--- config.mk ---
export PLATFORM = sky130hd
export DESIGN_NAME = fcle_ctrl
export DESIGN_NICKNAME = d
export VERILOG_FILES = /design/src/rtl/fcle_pkg.sv /design/src/rtl/fcle_ctrl.sv
export SDC_FILE = /design/constraint.sdc
export NUM_CORES = 1
export LEC_CHECK = 0
export BUFFER_PORTS_ARGS = -buffer_cell sky130_fd_sc_hd__buf_2
export CORE_AREA = 2 2 39 41
export CTS_BUF_LIST = sky130_fd_sc_hd__clkbuf_16
export CTS_CLUSTER_SIZE = 14
export DETAILED_ROUTE_END_ITERATION = 6
export DIE_AREA = 0 0 41 43
export PLACE_DENSITY_LB_ADDON = 0.05
export SLEW_MARGIN = 25
export SYNTH_ARGS = -nofsm -noshare
export SYNTH_HDL_FRONTEND = slang
export SYNTH_SLANG_ARGS = --single-unit
--- constraint.sdc ---
create_clock -name clk -period 1.6 [get_ports clk]
set_input_delay 0.24 -clock clk [delete_from_list [all_inputs] [get_ports clk]]
set_output_delay 0.24 -clock clk [all_outputs]
set_load 0.1 [all_outputs]
--- src/rtl/fcle_pkg.sv ---
// Shared types, constants and the round/saturate function of the fully
// connected layer engine. No dependencies; every other rtl file but fcle_ram imports it.
`default_nettype none

package fcle_pkg;

  // Fixed-point format and field widths
  localparam int VALUE_BITS   = 16;
  localparam int FRAC_BITS    = 12;
  localparam int CMD_BITS     = 3;
  localparam int IDX_BITS     = 5;
  localparam int CNT_BITS     = 6;
  localparam int CFG_IDX_BITS = 2;

  // Default store dimensions
  localparam int MAX_ROWS_DEF = 32;
  localparam int MAX_COLS_DEF = 32;

  // Accumulator: full products plus headroom for up to 63 terms and the bias
  localparam int ACC_W = 2 * VALUE_BITS + 8;

  // Count registers after reset
  localparam logic [CNT_BITS-1:0] CNT_RESET = CNT_BITS'(32);

  // Register indexes of the configuration port
  localparam logic [CFG_IDX_BITS-1:0] REG_ROW_COUNT = CFG_IDX_BITS'(0);
  localparam logic [CFG_IDX_BITS-1:0] REG_COL_COUNT = CFG_IDX_BITS'(1);

  // Command codes
  localparam logic [CMD_BITS-1:0] CMD_WR_WEIGHT = CMD_BITS'(0);
  localparam logic [CMD_BITS-1:0] CMD_WR_BIAS   = CMD_BITS'(1);
  localparam logic [CMD_BITS-1:0] CMD_WR_INPUT  = CMD_BITS'(2);
  localparam logic [CMD_BITS-1:0] CMD_WR_GRAD   = CMD_BITS'(3);
  localparam logic [CMD_BITS-1:0] CMD_FORWARD   = CMD_BITS'(4);
  localparam logic [CMD_BITS-1:0] CMD_IN_GRAD   = CMD_BITS'(5);
  localparam logic [CMD_BITS-1:0] CMD_W_GRAD    = CMD_BITS'(6);
  localparam logic [CMD_BITS-1:0] CMD_B_GRAD    = CMD_BITS'(7);

  // Saturation limits, in result width and in accumulator width
  localparam logic signed [VALUE_BITS-1:0] RES_MAX = {1'b0, {(VALUE_BITS-1){1'b1}}};
  localparam logic signed [VALUE_BITS-1:0] RES_MIN = {1'b1, {(VALUE_BITS-1){1'b0}}};
  localparam logic signed [ACC_W-1:0] ACC_RES_MAX =
    {{(ACC_W-VALUE_BITS+1){1'b0}}, {(VALUE_BITS-1){1'b1}}};
  localparam logic signed [ACC_W-1:0] ACC_RES_MIN = ~ACC_RES_MAX;
  localparam logic signed [ACC_W-1:0] HALF_LSB =
    (FRAC_BITS > 0) ? (ACC_W'(1) << (FRAC_BITS - 1)) : '0;

  // Input word
  typedef struct packed {
    logic [CMD_BITS-1:0]          command;
    logic [IDX_BITS-1:0]          row;
    logic [IDX_BITS-1:0]          col;
    logic signed [VALUE_BITS-1:0] value;
  } fcle_in_t;

  // Result word
  typedef struct packed {
    logic signed [VALUE_BITS-1:0] result;
    logic                         saturated;
    logic                         index_error;
  } fcle_out_t;

  // Controller to datapath commands
  typedef struct packed {
    logic accept;
    logic init;
    logic issue;
    logic finish;
  } fcle_ctrl_t;

  // Datapath to controller status
  typedef struct packed {
    logic ok;
    logic is_write;
    logic terms_done;
    logic pipe_empty;
  } fcle_sts_t;

  // Rounded and clipped value
  typedef struct packed {
    logic signed [VALUE_BITS-1:0] result;
    logic                         sat;
  } fcle_rnd_t;

  // True for the four store-write commands
  function automatic logic is_write_cmd(input logic [CMD_BITS-1:0] c);
    logic w;
    case (c)
      CMD_WR_WEIGHT, CMD_WR_BIAS, CMD_WR_INPUT, CMD_WR_GRAD: w = 1'b1;
      default: w = 1'b0;
    endcase
    return w;
  endfunction

  // Round half up to FRAC_BITS, then clip to the result range
  function automatic fcle_rnd_t round_sat(input logic signed [ACC_W-1:0] acc);
    logic signed [ACC_W-1:0] sum;
    logic signed [ACC_W-1:0] shr;
    fcle_rnd_t               r;
    sum = acc + HALF_LSB;
    shr = sum >>> FRAC_BITS;
    if (shr > ACC_RES_MAX) begin
      r.result = RES_MAX;
      r.sat    = 1'b1;
    end else if (shr < ACC_RES_MIN) begin
      r.result = RES_MIN;
      r.sat    = 1'b1;
    end else begin
      r.result = shr[VALUE_BITS-1:0];
      r.sat    = 1'b0;
    end
    return r;
  endfunction

endpackage

`default_nettype wire

--- src/rtl/fcle_ctrl.sv ---
// Sequencer of the fully connected layer engine: accepts a command and
// steps the datapath through load, multiply-accumulate, drain and finish
// (writes and bad indexes go straight to finish). Depends on fcle_pkg.
`default_nettype none

module fcle_ctrl import fcle_pkg::*; (
  input  wire logic       clk,
  input  wire logic       rst_n,
  input  wire logic       start,
  input  wire fcle_sts_t  sts,
  output logic            busy,
  output fcle_ctrl_t      ctrl
);

  localparam logic [2:0] S_IDLE   = 3'd0;
  localparam logic [2:0] S_LOAD   = 3'd1;
  localparam logic [2:0] S_INIT   = 3'd2;
  localparam logic [2:0] S_RUN    = 3'd3;
  localparam logic [2:0] S_DRAIN  = 3'd4;
  localparam logic [2:0] S_FINISH = 3'd5;

  logic [2:0] state_r;
  logic [2:0] state_nxt;

  // Decode next state and datapath commands
  always_comb begin
    ctrl      = '0;
    state_nxt = state_r;
    case (state_r)
      S_IDLE: begin
        if (start) begin
          ctrl.accept = 1'b1;
          // writes and bad indexes answer at once
          state_nxt = (sts.ok && !sts.is_write) ? S_LOAD : S_FINISH;
        end
      end
      S_LOAD: begin
        // store reads for the initial value are in flight
        state_nxt = S_INIT;
      end
      S_INIT: begin
        ctrl.init = 1'b1;
        if (!sts.terms_done) begin
          ctrl.issue = 1'b1;
          state_nxt  = S_RUN;
        end else begin
          state_nxt = S_DRAIN;
        end
      end
      S_RUN: begin
        if (!sts.terms_done) begin
          ctrl.issue = 1'b1;
        end else begin
          state_nxt = S_DRAIN;
        end
      end
      S_DRAIN: begin
        if (sts.pipe_empty) begin
          state_nxt = S_FINISH;
        end
      end
      S_FINISH: begin
        ctrl.finish = 1'b1;
        state_nxt   = S_IDLE;
      end
      default: begin
        state_nxt = S_IDLE;
      end
    endcase
  end

  // Advance state
  always_ff @(posedge clk) begin
    if (!rst_n) begin
      state_r <= S_IDLE;
    end else begin
      state_r <= state_nxt;
    end
  end

  assign busy = (state_r != S_IDLE);

endmodule

`default_nettype wire

Yosys cells after proc, flatten, opt, wreduce, memory -nomap -nowiden:

Cells that the tools add are included.

* output and inout bits: 5
* bits of input ports: 7
* latch bits: 0
* register bits: 3
* memories kept: 0
* memory bits (writable): 0
* ROM bits: 0

* multiplexer cells: 12
* div/mod/pow operators: 0
* add/sub/neg operators: 0
* reduce and logical (&&, ||, !) cells: 6
* order comparisons: 0
* bitwise operators: 0
* shifts and indexed selects: 0
* multiply operators: 0
* eq/ne operators: 8

Operators with widths (number)
* 3-bit 2-to-1 mux: 5
* 3-bit case mux with 5 select lines: 1
* 3-bit by 2-bit == test with 1-bit output (second input constant): 2
* 3-bit == test (second input constant): 2
* 1-bit 2-to-1 mux: 6
* 2-bit != test (second input constant): 3
* 3-bit by 1-bit == test with 1-bit output (second input constant): 1
* 3-bit logical NOT: 1
* 3-bit AND reduction: 1
* 3-bit nonzero test: 1
* 2-bit OR reduction: 1
* 1-bit logical AND: 1
* 1-bit logical NOT: 1

Depth between registers and ports, before layout:

Gate-level depths: netlist (run 1).

* word-level depth: 5
* depth in mapped cells: 3
* mapped depth without buffers: 3

Worst setup path after synthesis (run 1):

Ideal clock, no wire load.

* path type: reg2out
* start: register state_r[2]
* end: output ctrl[0] in the netlist's numbering
* cell stages (with the launch flop): 3
* arrival: 2.645 ns
* setup slack: -1.285 ns
* path buffers: 0
* cells stage by stage: dfxtp_1 -> inv_1 -> nor3b_1

RTL lines
* start: declaration: line fcle_ctrl.sv:22 `logic [2:0] state_r;`
* start signal: assignment: line fcle_ctrl.sv:77 `state_r <= state_nxt;`
* end: declaration: line fcle_ctrl.sv:12 `output fcle_ctrl_t ctrl`

==> results of run 1 <==
## routing by layer
metal | GRT usage, % | routed length, um | up-vias
met2 | 11.25 | 281 | 12
li1 | - | - | 130
met1 | 10.86 | 269 | 113
met3 | 4.712 | 53 | 0
met5 | 0 | 0 | -
met4 | 8.000 | 0 | 0
## worst max-delay path, cell delays in order (launching register included)
cell and delay [ns]:
dfxtp_2 0.33, nand2b_1 0.16, or2_2 0.31, inv_1 0.10, buf_12 0.18
## final cells by class
| cell class | instances | area, sq um |
|---|---|---|
| clock buffers | 3 | 75.07 |
| clock inverters | 1 | 3.754 |
| fillers | 145 | 949.7 |
| inverters | 4 | 15.01 |
| multi-input cells | 21 | 142.6 |
| flip-flops and latches | 3 | 62.56 |
| well taps | 16 | 20.02 |
| repair buffers | 11 | 115.1 |
## path summary, 6_finish.rpt
path / endpoint / depth (start not counted) / slack (ns) / from
hold reg to reg: state_r[1] / 3 / 0.58 / state_r[2]
hold / removal: state_r[1] / 3 / 0.32 / sts[0]
setup / recovery: ctrl[1] / 4 / 0.06 / state_r[2]
setup reg to reg: state_r[1] / 3 / 0.38 / state_r[0]
## per-stage QoR
step / cells / util [%]
detailed placement: 55 / 25.50
CTS: 59 / 31.28
finish: 59 / 31.37
floorplan: 28 / -
global route: 59 / 31.37
global placement: 55 / 25.50
## cell families after synthesis
logic type | count (synthesis) | synth area share, %
AO/OA/AOI/OAI | 8 | 25.93
buffers and inverters | 4 | 7.405
flip-flops | 3 | 29.63
multiplexers | 1 | 5.555
AND/OR/NAND/NOR | 12 | 31.49
## placed cells by master (no fill, tap or decap), types with 2 or more instances in the layout
| master | netlist | layout |
|---|---|---|
| nand2b_1 | 2 | 2 |
| buf_2 | 0 | 7 |
| inv_1 | 4 | 5 |
| nand2_1 | 2 | 2 |
| buf_12 | 0 | 4 |
| clkbuf_16 | 0 | 3 |
| o21ai_0 | 2 | 2 |
| nor2_1 | 4 | 2 |
| dfxtp_2 | 0 | 2 |
## timing repair
| action | 4_1_cts | 5_1_grt |
|---|---|---|
| setup endpoints to repair | 1 | 1 |
| resized for setup | 1 | 1 |
| pin swaps | 0 | 0 |
==> out/qor.yml, run 1 <==
clock_tree:
  cts_root_buffer: "clkbuf_16"
  cts_buffer_depth: 2
  clk_latency_ns: 0.22
  cts_tree: "built"
  postCtsHoldBufs: 0
  cts.htree.levels: 1
  post-cts-setup-buffer-count: 0
  cts_buffers: 3
  path_clk_slew_ns: 0.03
  cts.sink_count: 3
die:
  ios: 12
  placementRows: 14
  die_area_sq_mm: 0.001763
  die_h_um: 43
  die_x_um: 41
  start_util_pct: 14.65
  core_sq_mm: 0.001384
timing:
  worstMarginPinSlew_ns: 0.4827
  period_needed_ns: 1.544
  finClkSkew_ns: 0.001109
  finalSetupViolations: 0
  slew_headroom_pct: 68.04
  drv_slew: 0
  setup_tns_ns: 0
  rsz0062_at_grt: "no"
  hold_viol: 0
  layout_setup_ws_ns: 0.05622
  post-route-period-util_pct: 96.49
  hold_ws_ns: 0.3161
  max_freq_mhz: 647.8
drt:
  drtAntennaViolNets: 0
  dr_total_vias: 255
  drc_errors: 0
  drt_iter0_drc: 8
  viasPerCell: 4.322
  wl_per_cell_um: 10.24
  drt_wl_total_um: 604
  firstDrtPassIters: 4
synth:
  synthTopCellsByCount: "4 x inv_1, 4 x nor2_1, 3 x dfxtp_1"
  netlist.top_cell.by_area: "dfxtp_1"
  synthFlopType: "dfxtp_1"
  syn_area_sq_um: 202.7
  yosysUniqueCellTypes: 17
  yosysSeqAreaShare_pct: 29.63
  netlist_instances: 28
  synth_area_leaders: "dfxtp_1 30%, inv_1 7.4%, nor2_1 7.4%"
  avgSynthCellArea_sq_um: 7.239
  synth_nets: 35
  synth_edf_count: 0
  synth_top_area_share_pct: 29.63
  yosys_warnings: 0
  ys_ff_latch: 3
  synth-async-reset-ratio_pct: 0
grt:
  antenna_found_initial: 0
  gr-usage-all-layers_pct: 9.118
  grt_max_degree: 8
  grt_pass1_vias: 227
  grt_overflow: 0
  grt_pass1_wl_um: 1007
cells_and_area:
  largest_register: "state_r"
  syn_to_final_growth_pct: 114.2
  design_area_sq_um: 434.2
  reg_top3: "state_r x3"
  largest_reg_flops: 3
  drive_gt1_share_pct: 51.16
  nNetsFinal: 51
  n_antenna_cell: 0
status:
  status: "finished clean"
setup_path:
  timing_worst_setup_path_type: "reg -> out"
  critPathMaxFanout: 5
  startpoint_type: "flip-flop"
  required_ns: 1.36
  cp-end-kind: "output port"
  cp.arrival_ns: 1.30
placed_design:
  placed_area_sq_um: 352.8
  io_buffers: 11
  pre_cts_ws_ns: 0.2038
  gp_congestion: 0.6969
  dpl.hpwl_um: 462.4
min_path:
  hp-class: "in -> reg"
job:
  cap_violations: 0
Power of run 1 is left out: the tool's default activity adds up to more than one toggle a clock period on the data nets, which glitch-free logic cannot reach.
==> run 2, diff against run 1 <==
--- a/config.mk
+++ b/config.mk
@@ -6,6 +6,8 @@
 export NUM_CORES = 1
 export LEC_CHECK = 0
 export BUFFER_PORTS_ARGS = -buffer_cell sky130_fd_sc_hd__buf_2
+export CELL_PAD_IN_SITES_DETAIL_PLACEMENT = 1
+export CELL_PAD_IN_SITES_GLOBAL_PLACEMENT = 1
 export CORE_AREA = 2 2 39 41
 export CTS_BUF_LIST = sky130_fd_sc_hd__clkbuf_16
 export CTS_CLUSTER_SIZE = 14
==> out/qor.yml, run 2 (same netlist as run 1, synthesis figures left out) <==
clock_tree:
  cts_buffers: 3
  cts.sink_count: 3
  cts_tree: "built"
  path_clk_slew_ns: 0.03
  cts_buffer_depth: 2
  cts.htree.levels: 1
  postCtsHoldBufs: 0
  cts_root_buffer: "clkbuf_16"
  clk_latency_ns: 0.22
drt:
  drc_errors: 0
  viasPerCell: 4.305
  drt_wl_total_um: 638
  drt_iter0_drc: 1
  firstDrtPassIters: 2
  dr_total_vias: 254
  wl_per_cell_um: 10.81
  drtAntennaViolNets: 0
timing:
  period_needed_ns: 1.525
  finalSetupViolations: 0
  finClkSkew_ns: 0.002791
  post-route-period-util_pct: 95.33
  hold_ws_ns: 0.3211
  setup_tns_ns: 0
  worstMarginPinSlew_ns: 0.4835
  rsz0062_at_grt: "no"
  hold_viol: 0
  drv_slew: 0
  max_freq_mhz: 655.6
  slew_headroom_pct: 67.99
placed_design:
  dpl.hpwl_um: 529.6
  placed_area_sq_um: 352.8
  gp_congestion: 0.6600
  io_buffers: 11
setup_path:
  startpoint_type: "flip-flop"
  crit_buf_inv: 2
  cp.arrival_ns: 1.29
  critPathMaxFanout: 5
  cp_top_family: "simple AND/OR/NAND/NOR gates"
  required_ns: 1.36
  timing_worst_setup_path_type: "reg -> out"
  critPathSlowestCell: "dfxtp_1"
  critPathMaxStageDelay_ns: 0.33
  cp-end-kind: "output port"
  cp_cell_sequence: "nand2b_1, or2_2, inv_2, buf_12"
cells_and_area:
  syn_to_final_growth_pct: 113.6
  final_cell_mix: "7 x buf_2, 4 x inv_1, 4 x buf_12"
  largest_reg_flops: 3
  design_area_sq_um: 432.9
  largest_register: "state_r"
  drive_gt1_share_pct: 51.16
  nNetsFinal: 51
  layout_commonest_cell: "buf_2"
  reg_top3: "state_r x3"
  fin_util_pct: 31.28
  n_antenna_cell: 0
die:
  ios: 12
  die_h_um: 43
  start_util_pct: 14.65
  core_sq_mm: 0.001384
  die_x_um: 41
  placementRows: 14
  die_area_sq_mm: 0.001763
grt:
  grt_pass1_vias: 254
  grt_max_degree: 8
  grt_overflow: 0
  gr-usage-all-layers_pct: 9.127
  grt_pass1_wl_um: 1041
  antenna_found_initial: 0
status:
  status: "finished clean"
min_path:
  hp-class: "in -> reg"
job:
  cap_violations: 0
[run 2: path summary, 6_finish.rpt]
path / startpoint / end / slack [ns] / cells past startpoint
min: sts[0] / state_r[1] / 0.32 / 3
min reg2reg: state_r[1] / state_r[2] / 0.60 / 2
max reg2reg: state_r[0] / state_r[1] / 0.36 / 3
max: state_r[2] / ctrl[1] / 0.07 / 4
[run 2: final cells by class]
class	instances	area, sq um
inverter	4	15.01
clock inverter	1	3.754
fill	169	950.9
clock buffer	3	75.07
sequential	3	61.31
tap	16	20.02
timing repair buffer	11	115.1
multi-input combinational	21	142.6
[run 2: timing repair]
item | 4_1_cts | 5_1_grt
resized for setup | 1 | 1
pin swaps | 0 | 0
endpoints found under the setup margin | 1 | 1
hold endpoints to repair | 0 | 0
buffers inserted | 0 | 0
[run 2: stage by stage]
| stage | setup slack (ns) | cells |
|---|---|---|
| finish | 0.07479 | 59 |
| floorplan | -0.2980 | 28 |
| global route | 0.01333 | 59 |
| global placement | 0.2070 | 55 |
| CTS | 0.03260 | 59 |
| detailed placement | 0.1940 | 55 |
[run 2: routing by layer]
layer / GRT usage, % / up-vias / wire length [um]
met5: 0 / - / 0
met4: 2.000 / 0 / 0
met3: 6.806 / 0 / 61
met2: 11.88 / 11 / 287
met1: 11.86 / 114 / 289
li1: - / 129 / -
[run 2: worst reg2reg max path, stage by stage (launching register included)]
cell	delay (ns)
dfxtp_1	0.37
or2_4	0.31
or3_1	0.31
a31oi_1	0.17
Power of run 2 is left out for the same reason.
==> run 3, diff against run 2 <==
--- a/config.mk
+++ b/config.mk
@@ -13,7 +13,7 @@
 export CTS_CLUSTER_SIZE = 14
 export DETAILED_ROUTE_END_ITERATION = 6
 export DIE_AREA = 0 0 41 43
-export PLACE_DENSITY_LB_ADDON = 0.05
+export PLACE_DENSITY_LB_ADDON = 0.1
 export SLEW_MARGIN = 25
 export SYNTH_ARGS = -nofsm -noshare
 export SYNTH_HDL_FRONTEND = slang
==> out/qor.yml, run 3 (same netlist as run 1, synthesis figures left out) <==
status:
  status: "finished clean"
setup_path:
  r2r_cells: 3
  critPathMaxStageDelay_ns: 0.33
  reg2reg_slack_ns: 0.39
  required_ns: 1.36
  critPathMaxFanout: 5
  cp_cell_sequence: "nand2b_1, or2_2, inv_2, buf_12"
  reg2reg_to: "state_r[1]"
  timing_worst_setup_path_type: "reg -> out"
  cp.arrival_ns: 1.29
  startpoint_type: "flip-flop"
  r2r_start: "state_r[0]"
  critPathSlowestCell: "dfxtp_1"
  cp-end-kind: "output port"
clock_tree:
  cts_buffer_depth: 2
  clk_latency_ns: 0.22
  cts.htree.levels: 1
  cts_buffers: 3
  post-cts-setup-buffer-count: 0
  cts.sink_count: 3
  cts_tree: "built"
  cts_root_buffer: "clkbuf_16"
  path_clk_slew_ns: 0.03
die:
  die_x_um: 41
  die_h_um: 43
  placementRows: 14
  die_area_sq_mm: 0.001763
  core_sq_mm: 0.001384
  start_util_pct: 14.65
  ios: 12
cells_and_area:
  largest_reg_flops: 3
  n_antenna_cell: 0
  fin_util_pct: 31.28
  nNetsFinal: 51
  largest_register: "state_r"
  syn_to_final_growth_pct: 113.6
  reg_top3: "state_r x3"
  drive_gt1_share_pct: 51.16
  layout_commonest_cell: "buf_2"
  final_cell_mix: "7 x buf_2, 4 x inv_1, 4 x buf_12"
drt:
  viasPerCell: 4.339
  drt_wl_total_um: 642
  drt_iter0_drc: 3
  firstDrtPassIters: 4
  wl_per_cell_um: 10.88
  dr_total_vias: 256
  drc_errors: 0
  drtAntennaViolNets: 0
placed_design:
  io_buffers: 11
  gp_congestion: 0.7047
  dpl.hpwl_um: 521.9
min_path:
  holdCritStartpoint: "sts[0]"
  hp-class: "in -> reg"
  hold_path_end: "state_r[1]"
  min_path_cells: 3
grt:
  gr-usage-all-layers_pct: 10.12
  grt_pass1_wl_um: 1110
  antenna_found_initial: 0
  grt_max_degree: 8
  grt_pass1_vias: 251
  grt_overflow: 0
timing:
  hold_viol: 0
  finClkSkew_ns: 0.0008698
  slew_headroom_pct: 67.91
  drv_slew: 0
  post-route-period-util_pct: 95.46
  hold_ws_ns: 0.3159
  finalSetupViolations: 0
  setup_tns_ns: 0
  period_needed_ns: 1.527
  worstMarginPinSlew_ns: 0.4847
  rsz0062_at_grt: "no"
  max_freq_mhz: 654.7
job:
  cap_violations: 0
## run 3: cell counts in the layout (fill, tap and decap cells not counted)
Identical to the previous run, type by type.
## run 3: timing repair
| action | in CTS | in global routing |
|---|---|---|
| setup endpoints to repair | 1 | 1 |
| hold buffers | 0 | 0 |
| gates resized for setup | 1 | 1 |
## run 3: cell type report
type / instances / area [sq um]
Fill cell: 167 / 950.9
Multi-Input combinational cell: 21 / 142.6
Timing Repair Buffer: 11 / 115.1
Clock buffer: 3 / 75.07
Sequential cell: 3 / 61.31
Tap cell: 16 / 20.02
Inverter: 4 / 15.01
Clock inverter: 1 / 3.754
## run 3: stage by stage
stage	cells	area (sq um)	setup WS, ns
floorplan	28	217.7	-0.2980
global placement	55	352.8	0.2201
detailed placement	55	352.8	0.2114
CTS	59	432.9	0.02484
global route	59	432.9	0.01648
finish	59	432.9	0.07266
## run 3: worst max-delay path by stage
stage               slack [ns]  cells after the start        from  endpoint
floorplan                -0.30                      2  state_r[2]   ctrl[0]
global placement          0.22                      4  state_r[1]   ctrl[1]
detailed placement        0.21                      4  state_r[1]   ctrl[1]
CTS                       0.02                      4  state_r[2]   ctrl[1]
global route              0.02                      4  state_r[2]   ctrl[1]
finish                    0.07                      4  state_r[2]   ctrl[1]
## run 3: layer usage
metal	GRT usage, %	wire length [um]	vias to the layer above
met5	0	0	-
met4	6.000	17	0
met3	6.283	30	2
met2	12.81	312	8
met1	12.46	281	117
li1	-	-	129
## run 3: worst max-delay path, delay by kind of cell, from the launching register on
kind | cells | cell delay [ns]
and+or+nand+nor | 2 | 0.49
DFF | 1 | 0.33
buffers and inverters | 2 | 0.24
Power of run 3 is left out for the same reason.
